**config.mk**
```make
export PLATFORM = sky130hd
export DESIGN_NAME = button_press_duration_classifier
export DESIGN_NICKNAME = d
export VERILOG_FILES = /design/src/rtl/bpdc_pkg.sv /design/src/rtl/bpdc_lane.sv /design/src/rtl/bpdc_merge.sv /design/src/rtl/button_press_duration_classifier.sv
export SDC_FILE = /design/constraint.sdc
export NUM_CORES = 1
export LEC_CHECK = 0
export BUFFER_PORTS_ARGS = -buffer_cell sky130_fd_sc_hd__buf_2
export CORE_AREA = 2 2 261 263
export DETAILED_ROUTE_END_ITERATION = 10
export DIE_AREA = 0 0 263 265
export GPL_TIMING_DRIVEN = 0
export PLACE_DENSITY_LB_ADDON = 0.15
export SETUP_SLACK_MARGIN = 0.05
export SLEW_MARGIN = 20
export SYNTH_ARGS = -nofsm -noshare
export SYNTH_HDL_FRONTEND = slang
export SYNTH_HIERARCHICAL = 1
export SYNTH_SLANG_ARGS = --single-unit
```
**constraint.sdc**
```tcl
create_clock -name i_clk -period 11.5 [get_ports i_clk]
set_input_delay 1.725 -clock i_clk [delete_from_list [all_inputs] [get_ports i_clk]]
set_output_delay 1.725 -clock i_clk [all_outputs]
set_load 0.005 [all_outputs]
```
**src/rtl/bpdc_pkg.sv**
```systemverilog
// Shared types and constants for the button press duration classifier.
package bpdc_pkg;

    // Per-button phase codes
    localparam logic [2:0] PH_IDLE     = 3'd0;
    localparam logic [2:0] PH_RAW      = 3'd1;
    localparam logic [2:0] PH_SHORT    = 3'd2;
    localparam logic [2:0] PH_LONG     = 3'd3;
    localparam logic [2:0] PH_HELD     = 3'd4;
    localparam logic [2:0] PH_UP_SHORT = 3'd5;
    localparam logic [2:0] PH_UP_LONG  = 3'd6;
    localparam logic [2:0] PH_UP_HELD  = 3'd7;

    localparam int PHASE_W  = 3;
    localparam int TIMER_W  = 16;
    localparam int STEP_W   = 8;
    localparam int THRESH_W = 15;
    localparam int CFG_IDX_W  = 8;
    localparam int CFG_DATA_W = 15;

    // Configuration register indexes
    localparam logic [CFG_IDX_W-1:0] CFG_STEP_SIZE       = 8'd0;
    localparam logic [CFG_IDX_W-1:0] CFG_SHORT_THRESHOLD = 8'd1;
    localparam logic [CFG_IDX_W-1:0] CFG_LONG_THRESHOLD  = 8'd2;
    localparam logic [CFG_IDX_W-1:0] CFG_HELD_THRESHOLD  = 8'd3;

    // Reset values of the configuration registers
    localparam logic [STEP_W-1:0]   RST_STEP_SIZE       = 8'd1;
    localparam logic [THRESH_W-1:0] RST_SHORT_THRESHOLD = 15'd50;
    localparam logic [THRESH_W-1:0] RST_LONG_THRESHOLD  = 15'd200;
    localparam logic [THRESH_W-1:0] RST_HELD_THRESHOLD  = 15'd600;

    // Settings shared by every lane
    typedef struct packed {
        logic [STEP_W-1:0]   step_size;
        logic [THRESH_W-1:0] short_threshold;
        logic [THRESH_W-1:0] long_threshold;
        logic [THRESH_W-1:0] held_threshold;
    } t_cfg;

endpackage

```
**src/rtl/bpdc_lane.sv**
```systemverilog
// One button lane: phase machine and press timer for a single button.
module bpdc_lane (
    input  logic                             i_clk,
    input  logic                             i_rst_n,
    input  logic                             i_tick,
    input  logic                             i_released,
    input  bpdc_pkg::t_cfg                   i_cfg,
    output logic [bpdc_pkg::PHASE_W-1:0]     o_phase,
    output logic                             o_event
);

    logic [bpdc_pkg::PHASE_W-1:0] r_phase;
    logic [bpdc_pkg::PHASE_W-1:0] n_phase;
    logic [bpdc_pkg::TIMER_W-1:0] r_timer;
    logic [bpdc_pkg::TIMER_W-1:0] n_timer;
    logic [bpdc_pkg::TIMER_W-1:0] w_sum;
    logic                         n_event;

    // Advance the timer by the step, wrapping at the timer width
    assign w_sum = r_timer + {{(bpdc_pkg::TIMER_W-bpdc_pkg::STEP_W){1'b0}}, i_cfg.step_size};

    // Next phase, timer and event for this tick
    always_comb begin
        n_phase = r_phase;
        n_timer = r_timer;
        n_event = 1'b0;
        if (!i_released) begin
            if (r_phase == bpdc_pkg::PH_IDLE) begin
                n_phase = bpdc_pkg::PH_RAW;
            end else begin
                n_timer = w_sum;
                if (w_sum == {1'b0, i_cfg.short_threshold}) begin
                    n_phase = bpdc_pkg::PH_SHORT;
                    n_event = 1'b1;
                end
                if (w_sum == {1'b0, i_cfg.long_threshold}) begin
                    n_phase = bpdc_pkg::PH_LONG;
                    n_event = 1'b1;
                end
                if (w_sum >= {1'b0, i_cfg.held_threshold}) begin
                    n_timer = {1'b0, i_cfg.held_threshold};
                    n_phase = bpdc_pkg::PH_HELD;
                    n_event = 1'b1;
                end
            end
        end else if (r_phase != bpdc_pkg::PH_IDLE) begin
            n_timer = '0;
            unique case (r_phase)
                bpdc_pkg::PH_SHORT: begin
                    n_phase = bpdc_pkg::PH_UP_SHORT;
                    n_event = 1'b1;
                end
                bpdc_pkg::PH_LONG: begin
                    n_phase = bpdc_pkg::PH_UP_LONG;
                    n_event = 1'b1;
                end
                bpdc_pkg::PH_HELD: begin
                    n_phase = bpdc_pkg::PH_UP_HELD;
                    n_event = 1'b1;
                end
                default: begin
                    n_phase = bpdc_pkg::PH_IDLE;
                end
            endcase
        end
    end

    // Commit state on each accepted word
    always_ff @(posedge i_clk) begin
        if (!i_rst_n) begin
            r_phase <= bpdc_pkg::PH_IDLE;
            r_timer <= '0;
        end else if (i_tick) begin
            r_phase <= n_phase;
            r_timer <= n_timer;
        end
    end

    assign o_phase = n_phase;
    assign o_event = n_event;

endmodule

```
**src/rtl/bpdc_merge.sv**
```systemverilog
// Merge stage: gathers lane results into one word behind an output register and skid slot.
module bpdc_merge #(
    parameter int NUM_BUTTONS = 6
) (
    input  logic                                      i_clk,
    input  logic                                      i_rst_n,
    input  logic                                      i_tick,
    input  logic [NUM_BUTTONS-1:0]                    i_events,
    input  logic [NUM_BUTTONS*bpdc_pkg::PHASE_W-1:0]  i_phases,
    output logic                                      o_ready,
    output logic                                      o_valid,
    input  logic                                      i_taken,
    output logic [NUM_BUTTONS-1:0]                    o_events,
    output logic [NUM_BUTTONS*bpdc_pkg::PHASE_W-1:0]  o_phases
);

    localparam int WORD_W = NUM_BUTTONS * (1 + bpdc_pkg::PHASE_W);

    logic              r_out_valid;
    logic              r_skid_valid;
    logic [WORD_W-1:0] r_out;
    logic [WORD_W-1:0] r_skid;
    logic [WORD_W-1:0] w_new;
    logic              w_pop;

    assign w_new   = {i_phases, i_events};
    assign w_pop   = r_out_valid && i_taken;
    assign o_ready = !r_skid_valid;

    // Track which slots hold a word
    always_ff @(posedge i_clk) begin
        if (!i_rst_n) begin
            r_out_valid  <= 1'b0;
            r_skid_valid <= 1'b0;
        end else begin
            if (w_pop) begin
                if (r_skid_valid) begin
                    r_skid_valid <= 1'b0;
                end else begin
                    r_out_valid <= i_tick;
                end
            end else if (i_tick) begin
                if (r_out_valid) begin
                    r_skid_valid <= 1'b1;
                end else begin
                    r_out_valid <= 1'b1;
                end
            end
        end
    end

    // Move payload between slots
    always_ff @(posedge i_clk) begin
        if (w_pop) begin
            if (r_skid_valid) begin
                r_out <= r_skid;
            end else if (i_tick) begin
                r_out <= w_new;
            end
        end else if (i_tick) begin
            if (r_out_valid) begin
                r_skid <= w_new;
            end else begin
                r_out <= w_new;
            end
        end
    end

    assign o_valid  = r_out_valid;
    assign o_events = r_out[NUM_BUTTONS-1:0];
    assign o_phases = r_out[WORD_W-1:NUM_BUTTONS];

endmodule

```
**src/rtl/button_press_duration_classifier.sv**
```systemverilog
// Top level of the button press duration classifier: config registers, lanes and merge.
// Result words are held in the merge output register, or in the skid slot while it waits.
// Throughput: one scan word per cycle while the skid slot is free; all button lanes update in parallel each word.
// The output register plus a one-word skid slot let input accept while a result waits.
// Reset (synchronous, active low): all buttons idle, timers zero, registers to defaults,
// output empty.
module button_press_duration_classifier #(
    parameter int NUM_BUTTONS = 6
) (
    input  logic                                    i_clk,
    input  logic                                    i_rst_n,
    // Scan input
    input  logic                                    i_s_tvalid,
    output logic                                    o_s_tready,
    input  logic [((NUM_BUTTONS+7)/8)*8-1:0]        i_s_tdata,  // release_levels
    // Result output
    output logic                                    o_m_tvalid,
    input  logic                                    i_m_tready,
    output logic [((NUM_BUTTONS*4+7)/8)*8-1:0]      o_m_tdata,  // event_mask, packed_states
    // Configuration writes
    input  logic                                    i_cfg_valid,
    output logic                                    o_cfg_ready,
    input  logic [bpdc_pkg::CFG_IDX_W-1:0]          i_cfg_index,
    input  logic [bpdc_pkg::CFG_DATA_W-1:0]         i_cfg_data
);

    localparam int FIELD_W = NUM_BUTTONS * 4;
    localparam int PH_W    = NUM_BUTTONS * bpdc_pkg::PHASE_W;

    bpdc_pkg::t_cfg r_cfg;

    logic                   w_tick;
    logic                   w_ready;
    logic [NUM_BUTTONS-1:0] w_events;
    logic [PH_W-1:0]        w_phases;
    logic [NUM_BUTTONS-1:0] w_out_events;
    logic [PH_W-1:0]        w_out_phases;

    // Write configuration registers; unknown indexes are dropped
    always_ff @(posedge i_clk) begin
        if (!i_rst_n) begin
            r_cfg.step_size       <= bpdc_pkg::RST_STEP_SIZE;
            r_cfg.short_threshold <= bpdc_pkg::RST_SHORT_THRESHOLD;
            r_cfg.long_threshold  <= bpdc_pkg::RST_LONG_THRESHOLD;
            r_cfg.held_threshold  <= bpdc_pkg::RST_HELD_THRESHOLD;
        end else if (i_cfg_valid) begin
            unique case (i_cfg_index)
                bpdc_pkg::CFG_STEP_SIZE:
                    r_cfg.step_size <= i_cfg_data[bpdc_pkg::STEP_W-1:0];
                bpdc_pkg::CFG_SHORT_THRESHOLD:
                    r_cfg.short_threshold <= i_cfg_data[bpdc_pkg::THRESH_W-1:0];
                bpdc_pkg::CFG_LONG_THRESHOLD:
                    r_cfg.long_threshold <= i_cfg_data[bpdc_pkg::THRESH_W-1:0];
                bpdc_pkg::CFG_HELD_THRESHOLD:
                    r_cfg.held_threshold <= i_cfg_data[bpdc_pkg::THRESH_W-1:0];
                default: begin
                end
            endcase
        end
    end

    assign o_cfg_ready = 1'b1;

    assign o_s_tready = w_ready;
    assign w_tick     = i_s_tvalid && w_ready;

    // One lane per button
    for (genvar g = 0; g < NUM_BUTTONS; g++) begin : g_lane
        bpdc_lane u_lane (
            .i_clk      (i_clk),
            .i_rst_n    (i_rst_n),
            .i_tick     (w_tick),
            .i_released (i_s_tdata[g]),
            .i_cfg      (r_cfg),
            .o_phase    (w_phases[g*bpdc_pkg::PHASE_W +: bpdc_pkg::PHASE_W]),
            .o_event    (w_events[g])
        );
    end

    // Combine lane results into the result word
    bpdc_merge #(
        .NUM_BUTTONS (NUM_BUTTONS)
    ) u_merge (
        .i_clk    (i_clk),
        .i_rst_n  (i_rst_n),
        .i_tick   (w_tick),
        .i_events (w_events),
        .i_phases (w_phases),
        .o_ready  (w_ready),
        .o_valid  (o_m_tvalid),
        .i_taken  (i_m_tready),
        .o_events (w_out_events),
        .o_phases (w_out_phases)
    );

    // Pack result fields, padded to whole bytes
    always_comb begin
        o_m_tdata = '0;
        o_m_tdata[FIELD_W-1:0] = {w_out_phases, w_out_events};
    end

endmodule
```
== Yosys cells after proc, flatten, opt, wreduce, memory -nomap -nowiden ==
Index checks and enable logic that the tools add are counted.

* Register bits after elaboration: 217
* Input port bits: 36
* Output and inout port bits: 27
* Logic and storage cells: 236

* Add/subtract/negate cells: 6
* Order comparisons: 6
* Eq/ne operators: 47
* Multiplexer cells: 116
* Bitwise gates (word level): 2
* Reduce and logical (&&, ||, !) cells: 39

{| class="wikitable"
|+ Operators with widths
! kind !! number
|-
| 16-bit 2-to-1 mux || 24
|-
| 16-bit by 15-bit equality test with 1-bit output || 12
|-
| 24-bit 2-to-1 mux || 5
|-
| 3-bit 2-to-1 mux || 36
|-
| 16-bit by 8-bit adder with 16-bit output || 6
|-
| 16-bit by 15-bit >= comparator with 1-bit output || 6
|-
| 3-bit case mux with 3 select lines || 6
|-
| 1-bit 2-to-1 mux || 45
|-
| 3-bit by 2-bit equality test with 1-bit output, second input constant || 12
|-
| 3-bit AND reduction || 8
|-
| 3-bit equality test, second input constant || 6
|-
| 3-bit zero test || 6
|-
| 3-bit nonzero test || 6
|-
| 3-bit OR reduction || 6
|-
| 8-bit by 2-bit equality test with 1-bit output, second input constant || 2
|-
| 2-bit != test, second input constant || 8
|-
| 2-bit by 1-bit != test with 1-bit output, second input constant || 6
|-
| 2-bit AND reduction || 6
|-
| 8-bit by 1-bit equality test with 1-bit output, second input constant || 1
|-
| 8-bit zero test || 1
|-
| 2-bit nonzero test || 2
|-
| 1-bit logical AND || 2
|-
| 1-bit inverter || 2
|-
| 2-bit OR reduction || 1
|-
| 1-bit zero test || 1
|}

== Depth between registers and ports, before layout ==
Gate-level depths: netlist (run 1).

* Depth in word-level cells: 10
* Gate-level depth with buffers: 20
* Mapped depth without buffers: 19

== Hierarchy ==
Netlist (run 1), hierarchy kept.

{| class="wikitable"
|+ By module, submodules not included
! module !! times used !! cells each !! area each (µm²) !! seq. area each (µm²)
|-
| bpdc_lane at g_lane[0].u_lane ... || 4 || 429 || 3265.6 || 380.4
|-
| bpdc_lane at g_lane[5].u_lane || 1 || 409 || 3095.5 || 380.4
|-
| bpdc_lane at g_lane[4].u_lane || 1 || 381 || 3051.7 || 380.4
|-
| button_press_duration_classifier || 1 || 204 || 2134.5 || 1061.0
|-
| bpdc_merge || 1 || 88 || 1923.1 || 1481.4
|}

== Worst setup path after synthesis (run 1) ==
OpenSTA, ideal clock, no wires.

* Path type: register to register
* Start point: register r_cfg[46] (netlist name)
* End point: register u_merge.r_out[11], data pin
* Library setup time: 260 ps
* Data arrival time: 4337 ps
* Required time: 11240 ps
* Slack: 6902 ps
* Cell stages (with the launch flop): 18
* Buffers on the path: 2
* Period minus slack after synthesis: 4598 ps
* Cells stage by stage: dfxtp_1 ha_1 a211o_1 a221o_1 buf_6 o211ai_1 nor2_1 xor2_1 ha_1 a211oi_1 o21ai_0 a2111oi_0 nor3_1 nor3_1 clkbuf_1 nand2b_1 o211a_1 mux2_4

* Word-level cells in the longest chain between the ends: 10
* Elaborated cells between the ends (all ways): 14
* Classes of those cells: add/sub (1); order compare (1); eq/ne (2); mux (10)

{| class="wikitable"
|+ Ends and longest elaborated chain
! element !! RTL line !! text
|-
| start, declared || button_press_duration_classifier.sv:30 || <nowiki>bpdc_pkg::t_cfg r_cfg;</nowiki>
|-
| 16-bit by 8-bit adder with 16-bit output * || bpdc_lane.sv:20 || <nowiki>assign w_sum = r_timer + {{(bpdc_pkg::TIMER_W-bpdc_pkg::STEP_W){1'b0}}, i_cfg.step_size};</nowiki>
|-
| parallel branches: the longest is 3 deep, another holds 16-bit by 15-bit >= comparator with 1-bit output || n/a ||
|-
| 3-bit 2-to-1 mux * || bpdc_lane.sv:40 || <nowiki>if (w_sum >= {1'b0, i_cfg.held_threshold}) begin</nowiki>
|-
| 3-bit 2-to-1 mux * || bpdc_lane.sv:28 || <nowiki>if (r_phase == bpdc_pkg::PH_IDLE) begin</nowiki>
|-
| 3-bit 2-to-1 mux * || bpdc_lane.sv:27 || <nowiki>if (!i_released) begin</nowiki>
|-
| named net w_phases[5] || button_press_duration_classifier.sv:35 || <nowiki>logic [PH_W-1:0] w_phases;</nowiki>
|-
| 24-bit 2-to-1 mux (on tied branches) || bpdc_merge.sv:61, bpdc_merge.sv:57 ||
|-
| 24-bit 2-to-1 mux (on tied branches) || bpdc_merge.sv:60, bpdc_merge.sv:55 ||
|-
| 24-bit 2-to-1 mux * || bpdc_merge.sv:54 || <nowiki>if (w_pop) begin</nowiki>
|-
| end signal, assigned || bpdc_merge.sv:56 || <nowiki>r_out <= r_skid;</nowiki>
|-
| end signal, assigned || bpdc_merge.sv:58 || <nowiki>r_out <= w_new;</nowiki>
|-
| end signal, assigned || bpdc_merge.sv:64 || <nowiki>r_out <= w_new;</nowiki>
|-
| end, declared || bpdc_merge.sv:21 || <nowiki>logic [WORD_W-1:0] r_out;</nowiki>
|}

Mark *: on every way through the listed nets, which the timed path passes. The select of a mux whose other input is x is not followed.
A chain may end at the register's enable or synchronous reset.

== Worst setup path in the final report (run 1) ==
* Start point: register r_cfg[46] (netlist name)
* End point: register u_merge.r_out[8], data pin

Same word-level chain as after synthesis.

==> results of run 1 <==
per-stage QoR:
stage                     utilization  std cells  hold slack (ps)  instance area [sq um]  setup slack, ps
after floorplan                     -       2798            429.1                  23270             6902
after global placement         0.3688       3726            448.7                  24630             4966
after detailed placement       0.3725       3733            452.0                  24890             4925
after CTS                      0.3883       3789            462.0                  25940             4897
after global routing           0.3883       3789            485.8                  25940             4431
final                          0.3883       3789            459.6                  25940             4835
state kept, by name (all words and copies together) (netlist names):
| signal | cells |
|---|---|
| g_lane.u_lane/r_phase | 18 |
| g_lane.u_lane/r_timer | 96 |
| r_cfg | 53 |
| u_merge/o_valid | 1 |
| u_merge/r_out | 24 |
| u_merge/r_skid | 24 |
| u_merge/r_skid_valid | 1 |
worst min-delay path by stage:
| stage | from | endpoint | depth (start not counted) |
|---|---|---|---|
| 6_report | g_lane[5].u_lane/r_timer[0] | g_lane[5].u_lane/r_timer[0] | 2 |
| 5_1_grt | g_lane[5].u_lane/r_timer[0] | g_lane[5].u_lane/r_timer[0] | 2 |
| 4_1_cts | g_lane[5].u_lane/r_timer[0] | g_lane[5].u_lane/r_timer[0] | 2 |
| 3_5_place_dp | g_lane[5].u_lane/r_timer[5] | g_lane[5].u_lane/r_timer[5] | 2 |
| 3_3_place_gp | g_lane[5].u_lane/r_timer[5] | g_lane[5].u_lane/r_timer[5] | 2 |
| 2_1_floorplan | g_lane[5].u_lane/r_timer[2] | g_lane[5].u_lane/r_timer[2] | 2 |
critical path, delay by kind of cell (launching register included):
kind                       cells  cell delay, ps
xor gates and xnor gates       1             190
AOI/OAI and AO/OA              7            2610
DFF                            1             770
and+or+nand+nor                4            1250
muxes                          1             250
buffers and inverters          2             640
adders and majority gates      2             680
cell type report:
type,count,share of cell area
flip-flops and latches,217,0.1866
repair buffers,62,0.01775
plain buffers,155,0.03444
inverters,165,0.02388
clock buffers,35,0.03169
multi-input cells,2261,0.6547
well taps,873,0.04211
clock inverters,21,0.008780
cell usage after synthesis, drive strengths merged (22+ instances only):
master	instances	share of area
a211o	27	0.010
a211oi	45	0.015
a21boi	23	0.0074
a21o	26	0.0084
a21oi	114	0.025
a22oi	61	0.020
and3	35	0.0095
buf	69	0.022
clkbuf	80	0.014
dfxtp	169	0.15
edfxtp	48	0.062
ha	138	0.074
inv	165	0.027
mux2	44	0.025
mux2i	75	0.032
nand2	253	0.041
nand2b	43	0.012
nand3	63	0.014
nand4	35	0.010
nor2	161	0.026
nor2b	87	0.024
nor3	86	0.019
nor4	23	0.0093
o211ai	45	0.016
o21a	34	0.011
o21ai	202	0.045
or3	25	0.0068
or4	22	0.0080
xnor2	128	0.049
xnor3	41	0.040
xor2	67	0.025
metal layers:
layer | GRT usage | part of all wire | vias to the layer above
li1 | - | - | 10560
met1 | 0.3374 | 0.44 | 10920
met2 | 0.4156 | 0.45 | 848
met3 | 0.02982 | 0.062 | 209
met4 | 0.1271 | 0.055 | 0
met5 | 0 | 0 | -
kinds of logic (layout without fill, tap and decap cells):
| logic type | after synthesis | after routing | share of synthesized area |
|---|---|---|---|
| flip-flops | 217 | 217 | 0.2074 |
| multiplexers | 119 | 119 | 0.05679 |
| adder cells (fa/ha/maj) | 144 | 144 | 0.07937 |
| other | 1 | 1 | 0.0001612 |
| buffers and inverters | 320 | 438 | 0.06501 |
| AND/OR/NAND/NOR | 962 | 962 | 0.2259 |
| XOR/XNOR | 247 | 247 | 0.1252 |
| AO/OA/AOI/OAI | 788 | 788 | 0.2402 |
report_power, final:
part	internal [mW]	leakage (nW)	switching, mW
combinational	0.0916	8.20	0.146
clock	0.603	0.527	0.410
sequential	0.805	1.83	0.0119
total	1.50	10.6	0.568
==> flow_metrics.tcl, run 1 <==
set metrics [dict create \
    startpoint "r_cfg[46]" \
    status "finished clean" \
    finalMaxSlewViolations 0 \
    post-route-min-period_ps 6665 \
    synthFlopType "dfxtp_1" \
    clock_latency_ps 610 \
    finalPower_mw 2.067 \
    routabilityCongestion 0.9412 \
    setup_viol_count_final 0 \
    synth_nets 2978 \
    drive_gt1_frac 0.1200 \
    synth_area_sq_um 23270 \
    worst-r2r-cell-count 17 \
    clock-sinks 217 \
    die-area_sq_um 69700 \
    cts_buffers 31 \
    die_height_um 265 \
    hold_class "register to register" \
    slew_headroom 0.2071 \
    finalWirelength_mm 92.10 \
    grt_antenna_before_repair 0 \
    postCtsSetupBuffers 0 \
    cts_tree "done" \
    cap_violations 0 \
    critPathArrivalTime_ps 7030 \
    crit_chain "ha_1 -> a211o_1 -> a221o_1 -> buf_6 -> o211ai_1 -> nor2_1 -> xor2_1 -> ha_1 -> a211oi_1 -> o21ai_0 -> a2111oi_0 -> nor3_1 -> nor3_1 -> clkbuf_1 -> nand2b_1 -> o211a_1 -> mux2_4" \
    n_antenna_cell 0 \
    first_pass_iters 5 \
    grt_pass1_vias 21670 \
    syn_inst 2798 \
    r2r_start "r_cfg[46]" \
    pin_count 63 \
    startpoint_type "register" \
    regArea_sq_um 4841 \
    grt_overflow 0 \
    ys_ff_latch 217 \
    fmax_ghz 0.1500 \
    area_delta_synth_final_pct 11.48 \
    fill_cells 6860 \
    portBuffers 55 \
    synth_warnings 6 \
    critical_path_required_ps 11860 \
    layout_common_cells "nand2_1 (253), o21ai_0 (189), inv_1 (165), nor2_1 (160), dfxtp_1 (156)" \
    cp_max_fo 13 \
    seq_area_frac_synth 0.2074 \
    cpPeakStageDelay_ps 770 \
    finClkSkew_ps 23.17 \
    dp_hpwl_mm 68.02 \
    async_reset_ff_frac 0 \
    grt_pass1_wl_mm 137.0 \
    rsz0062_at_grt "no" \
    cts.repair.resized 0 \
    r2r-end "u_merge/r_out[8]" \
    ant_nets 0 \
    ir_drop_mv 0.1196 \
    grt_max_degree 25 \
    hold_buffers 0 \
    grtUsageTotal 0.2562 \
    drc 0 \
    worst_path_max_delay_cell "dfxtp_1" \
    crit_path_end_kind "register" \
    wl_per_cell_um 24.31 \
    power.leakage_nw 10.56 \
    htree_num_levels 1 \
    nNetsFinal 3073 \
    placeableCoreArea_sq_um 66800 \
    initial_core_util 0.3483 \
    rows 95 \
    timing.final.crit_share 0.5796 \
    tightestPinTransition_ps 1188 \
    worstSetupEndpoint "u_merge/r_out[8]" \
    p_per_area_nw_per_um2 79.67 \
    final_common_cell "nand2_1" \
    clk_path_buf_depth 3 \
    clock-root-buffer "clkbuf_16" \
    path_class "register to register" \
    multi_input_area_sq_um 16980 \
    vias_per_cell 5.947 \
    drt_iter0_markers 1949 \
    syn_avg_cell_area_sq_um 8.316 \
    vias 22530 \
    clkSlewWorstSetupHoldPaths_ps 60 \
    r2r_setup_slack_ps 4830 \
    fin_tns_setup_ps 0 \
    synth_edf_count 48 \
    finalHoldViolCount 0 \
    synth_cell_types 128 \
    die_w_um 263 \
]
(Power assumes the default switching activity.)
==> run 2: changes to the inputs <==
--- a/config.mk
+++ b/config.mk
@@ -5,10 +5,11 @@
 export SDC_FILE = /design/constraint.sdc
 export NUM_CORES = 1
 export LEC_CHECK = 0
+export ABC_AREA = 1
 export BUFFER_PORTS_ARGS = -buffer_cell sky130_fd_sc_hd__buf_2
-export CORE_AREA = 2 2 261 263
+export CORE_AREA = 2 2 252 254
 export DETAILED_ROUTE_END_ITERATION = 10
-export DIE_AREA = 0 0 263 265
+export DIE_AREA = 0 0 254 256
 export GPL_TIMING_DRIVEN = 0
 export PLACE_DENSITY_LB_ADDON = 0.15
 export SETUP_SLACK_MARGIN = 0.05
==> constraint.sdc (replaced) <==
create_clock -name i_clk -period 6.7 [get_ports i_clk]
set_input_delay 1.005 -clock i_clk [delete_from_list [all_inputs] [get_ports i_clk]]
set_output_delay 1.005 -clock i_clk [all_outputs]
set_load 0.005 [all_outputs]
==> flow_metrics.tcl, run 2 <==
set metrics [dict create \
    min_path_cells 2 \
    critical_path_required_ps 7020 \
    critPathArrivalTime_ps 5050 \
    cp_max_fo 13 \
    synth_top_area_share 0.2062 \
    ys_ff_latch 217 \
    die_w_um 254 \
    dp.cells 4518 \
    hold_class "register to register" \
    sw_frac_of_total 0.2682 \
    grt_overflow 0 \
    htree_num_levels 1 \
    post-route-min-period_ps 4730 \
    crit_path_end_kind "register" \
    async_reset_ff_frac 0 \
    intPower_mw 2.508 \
    placeableCoreArea_sq_um 62390 \
    routabilityCongestion 0.8833 \
    fill_cells 6953 \
    tightestPinTransition_ps 1204 \
    drive_gt1_frac 0.09528 \
    grt_antenna_before_repair 1 \
    synth_edf_count 48 \
    crit_chain "inv_1 -> fa_1 -> inv_1 -> nand3_1 -> nand2_1 -> nand2_1 -> nand3_1 -> nand2_1 -> ha_1 -> a21oi_1 -> nor3_1 -> a211oi_1 -> nand2_1 -> nand2_1 -> nand2_1 -> nand2_1 -> nand2_1 -> clkbuf_1 -> o21ai_0 -> nand2_1 -> nand2_1 -> o21ai_2" \
    synth_cell_types 48 \
    path_class "register to register" \
    p_seq_frac 0.410 \
    clk_path_buf_depth 3 \
    p_per_area_nw_per_um2 143.1 \
    cts.repair.resized 0 \
    clock-sinks 217 \
    cap_violations 0 \
    grt_pass1_vias 20210 \
    ir_drop_mv 0.1969 \
    rsz0062_at_grt "no" \
    synthFlopType "dfxtp_1" \
    cts_tree "done" \
    worst-r2r-cell-count 22 \
    vias 22090 \
    drt_iter0_markers 1569 \
    first_pass_iters 5 \
    finalMaxSlewViolations 0 \
    postCtsSetupBuffers 0 \
    whs_ps 462.9 \
    drc 0 \
    pin_count 63 \
    cts_buffers 29 \
    timing.final.crit_share 0.7059 \
    p_sw_mw 0.9192 \
    rows 92 \
    power.leakage_nw 12.17 \
    worst_path_max_delay_cell "dfxtp_1" \
    clock-root-buffer "clkbuf_16" \
    die_height_um 256 \
    p_comb_frac 0.097 \
    syn_inst 3612 \
    syn_avg_cell_area_sq_um 5.966 \
    largest-register "g_lane.u_lane/r_timer" \
    vias_per_cell 4.831 \
    nNetsFinal 3883 \
    finalWirelength_mm 77.48 \
    synth_warnings 6 \
    fin_tns_setup_ps 0 \
    layout_common_cells "nand2_1 (1,184), inv_1 (648), nand3_1 (410), nor2_1 (210), a21oi_1 (205)" \
    finalPower_mw 3.428 \
    clkPwrFrac 0.493 \
    status "finished clean" \
    finalHoldViolCount 0 \
    ant_nets 0 \
    seq_area_frac_synth 0.2239 \
    clock_latency_ps 610 \
    largest_register_ffs 96 \
    clkSlewWorstSetupHoldPaths_ps 60 \
    grtUsageTotal 0.2366 \
    startpoint_type "register" \
    grt_pass1_wl_mm 117.7 \
    synth_area_leaders "nand2_1 (21%), dfxtp_1 (16%), inv_1 (11%)" \
    fmax_ghz 0.2114 \
    critical_path.most_common_cell "nand2_1" \
    area_delta_synth_final_pct 11.19 \
    instances_no_fill 4573 \
    synthTopCellsByCount "nand2_1 (1,184), inv_1 (649), nand3_1 (410)" \
    synth_most_common_cell "nand2_1" \
    portBuffers 59 \
    yosys.area.top_type "nand2_1" \
    hold_buffers 0 \
    largestRegisters "g_lane.u_lane/r_timer: 96 flops, r_cfg: 53 flops" \
    setup_viol_count_final 0 \
    die-area_sq_um 65020 \
    synth_area_sq_um 21550 \
    synth_nets 3792 \
    initial_core_util 0.3454 \
    cpPeakStageDelay_ps 1050 \
    final_common_cell "nand2_1" \
    finClkSkew_ps 43.72 \
    dp_hpwl_mm 57.74 \
    slew_headroom 0.1964 \
    grt_max_degree 27 \
    wl_per_cell_um 16.94 \
]
## run 2: per-layer routing
layer,part of all wire,global-route usage,up-vias
li1,-,-,11650
met1,0.47,0.3279,9815
met2,0.44,0.3814,524
met3,0.051,0.02675,105
met4,0.037,0.07516,0
met5,0,0,-
## run 2: logic make-up after synthesis
family | after synthesis | share of synthesized area
buf+inv | 748 | 0.1406
xor+xnor | 37 | 0.01603
fa+ha+maj | 144 | 0.08570
other cells | 1 | 0.0001740
flops | 217 | 0.2239
compound gates | 391 | 0.1130
simple gates | 2074 | 0.4207
## run 2: area by class of cell
class	instances	area, sq um	area share
Inverter	673	2526	0.1054
Multi-Input combinational cell	2647	13700	0.5719
Timing Repair Buffer	60	310.3	0.01295
Buffer	75	503.0	0.02099
Clock inverter	19	249.0	0.01039
Clock buffer	35	778.2	0.03248
Sequential cell	217	4830	0.2016
Tap cell	846	1059	0.04418
Antenna cell	1	2.502	0.0001044
## run 2: path summary, 6_finish.rpt
path | startpoint | to | slack (ps)
min reg2reg | g_lane[5].u_lane/r_timer[15] | g_lane[5].u_lane/r_timer[15] | 460
max reg2reg | r_cfg[46] | u_merge/r_out[0] | 1970
max | r_cfg[46] | u_merge/r_out[0] | 1970
min | g_lane[5].u_lane/r_timer[15] | g_lane[5].u_lane/r_timer[15] | 460
## run 2: power groups by stage
| stage | combinational [mW] | clock [mW] | sequential, mW |
|---|---|---|---|
| floorplan | 0.218 | 0 | 1.43 |
| global route | 0.380 | 1.77 | 1.41 |
| global placement | 0.332 | 0 | 1.43 |
| finish | 0.332 | 1.69 | 1.40 |
| CTS | 0.334 | 1.73 | 1.40 |
| detailed placement | 0.332 | 0 | 1.43 |
## run 2: critical path: cells and delay by family (launching register included)
family          cells  cell delay [ps]
buf+inv             3              610
compound gates      4              630
fa+ha+maj           2              710
flops               1             1050
simple gates       13             1420
## run 2: metrics by stage
step	area (sq um)	worst slack [ps]	utilization
2_1_floorplan	21550	3430	-
3_3_place_gp	22900	2058	0.3671
3_5_place_dp	22930	2076	0.3675
4_1_cts	23960	1995	0.3840
5_1_grt	23960	1610	0.3840
6_report	23960	1970	0.3840
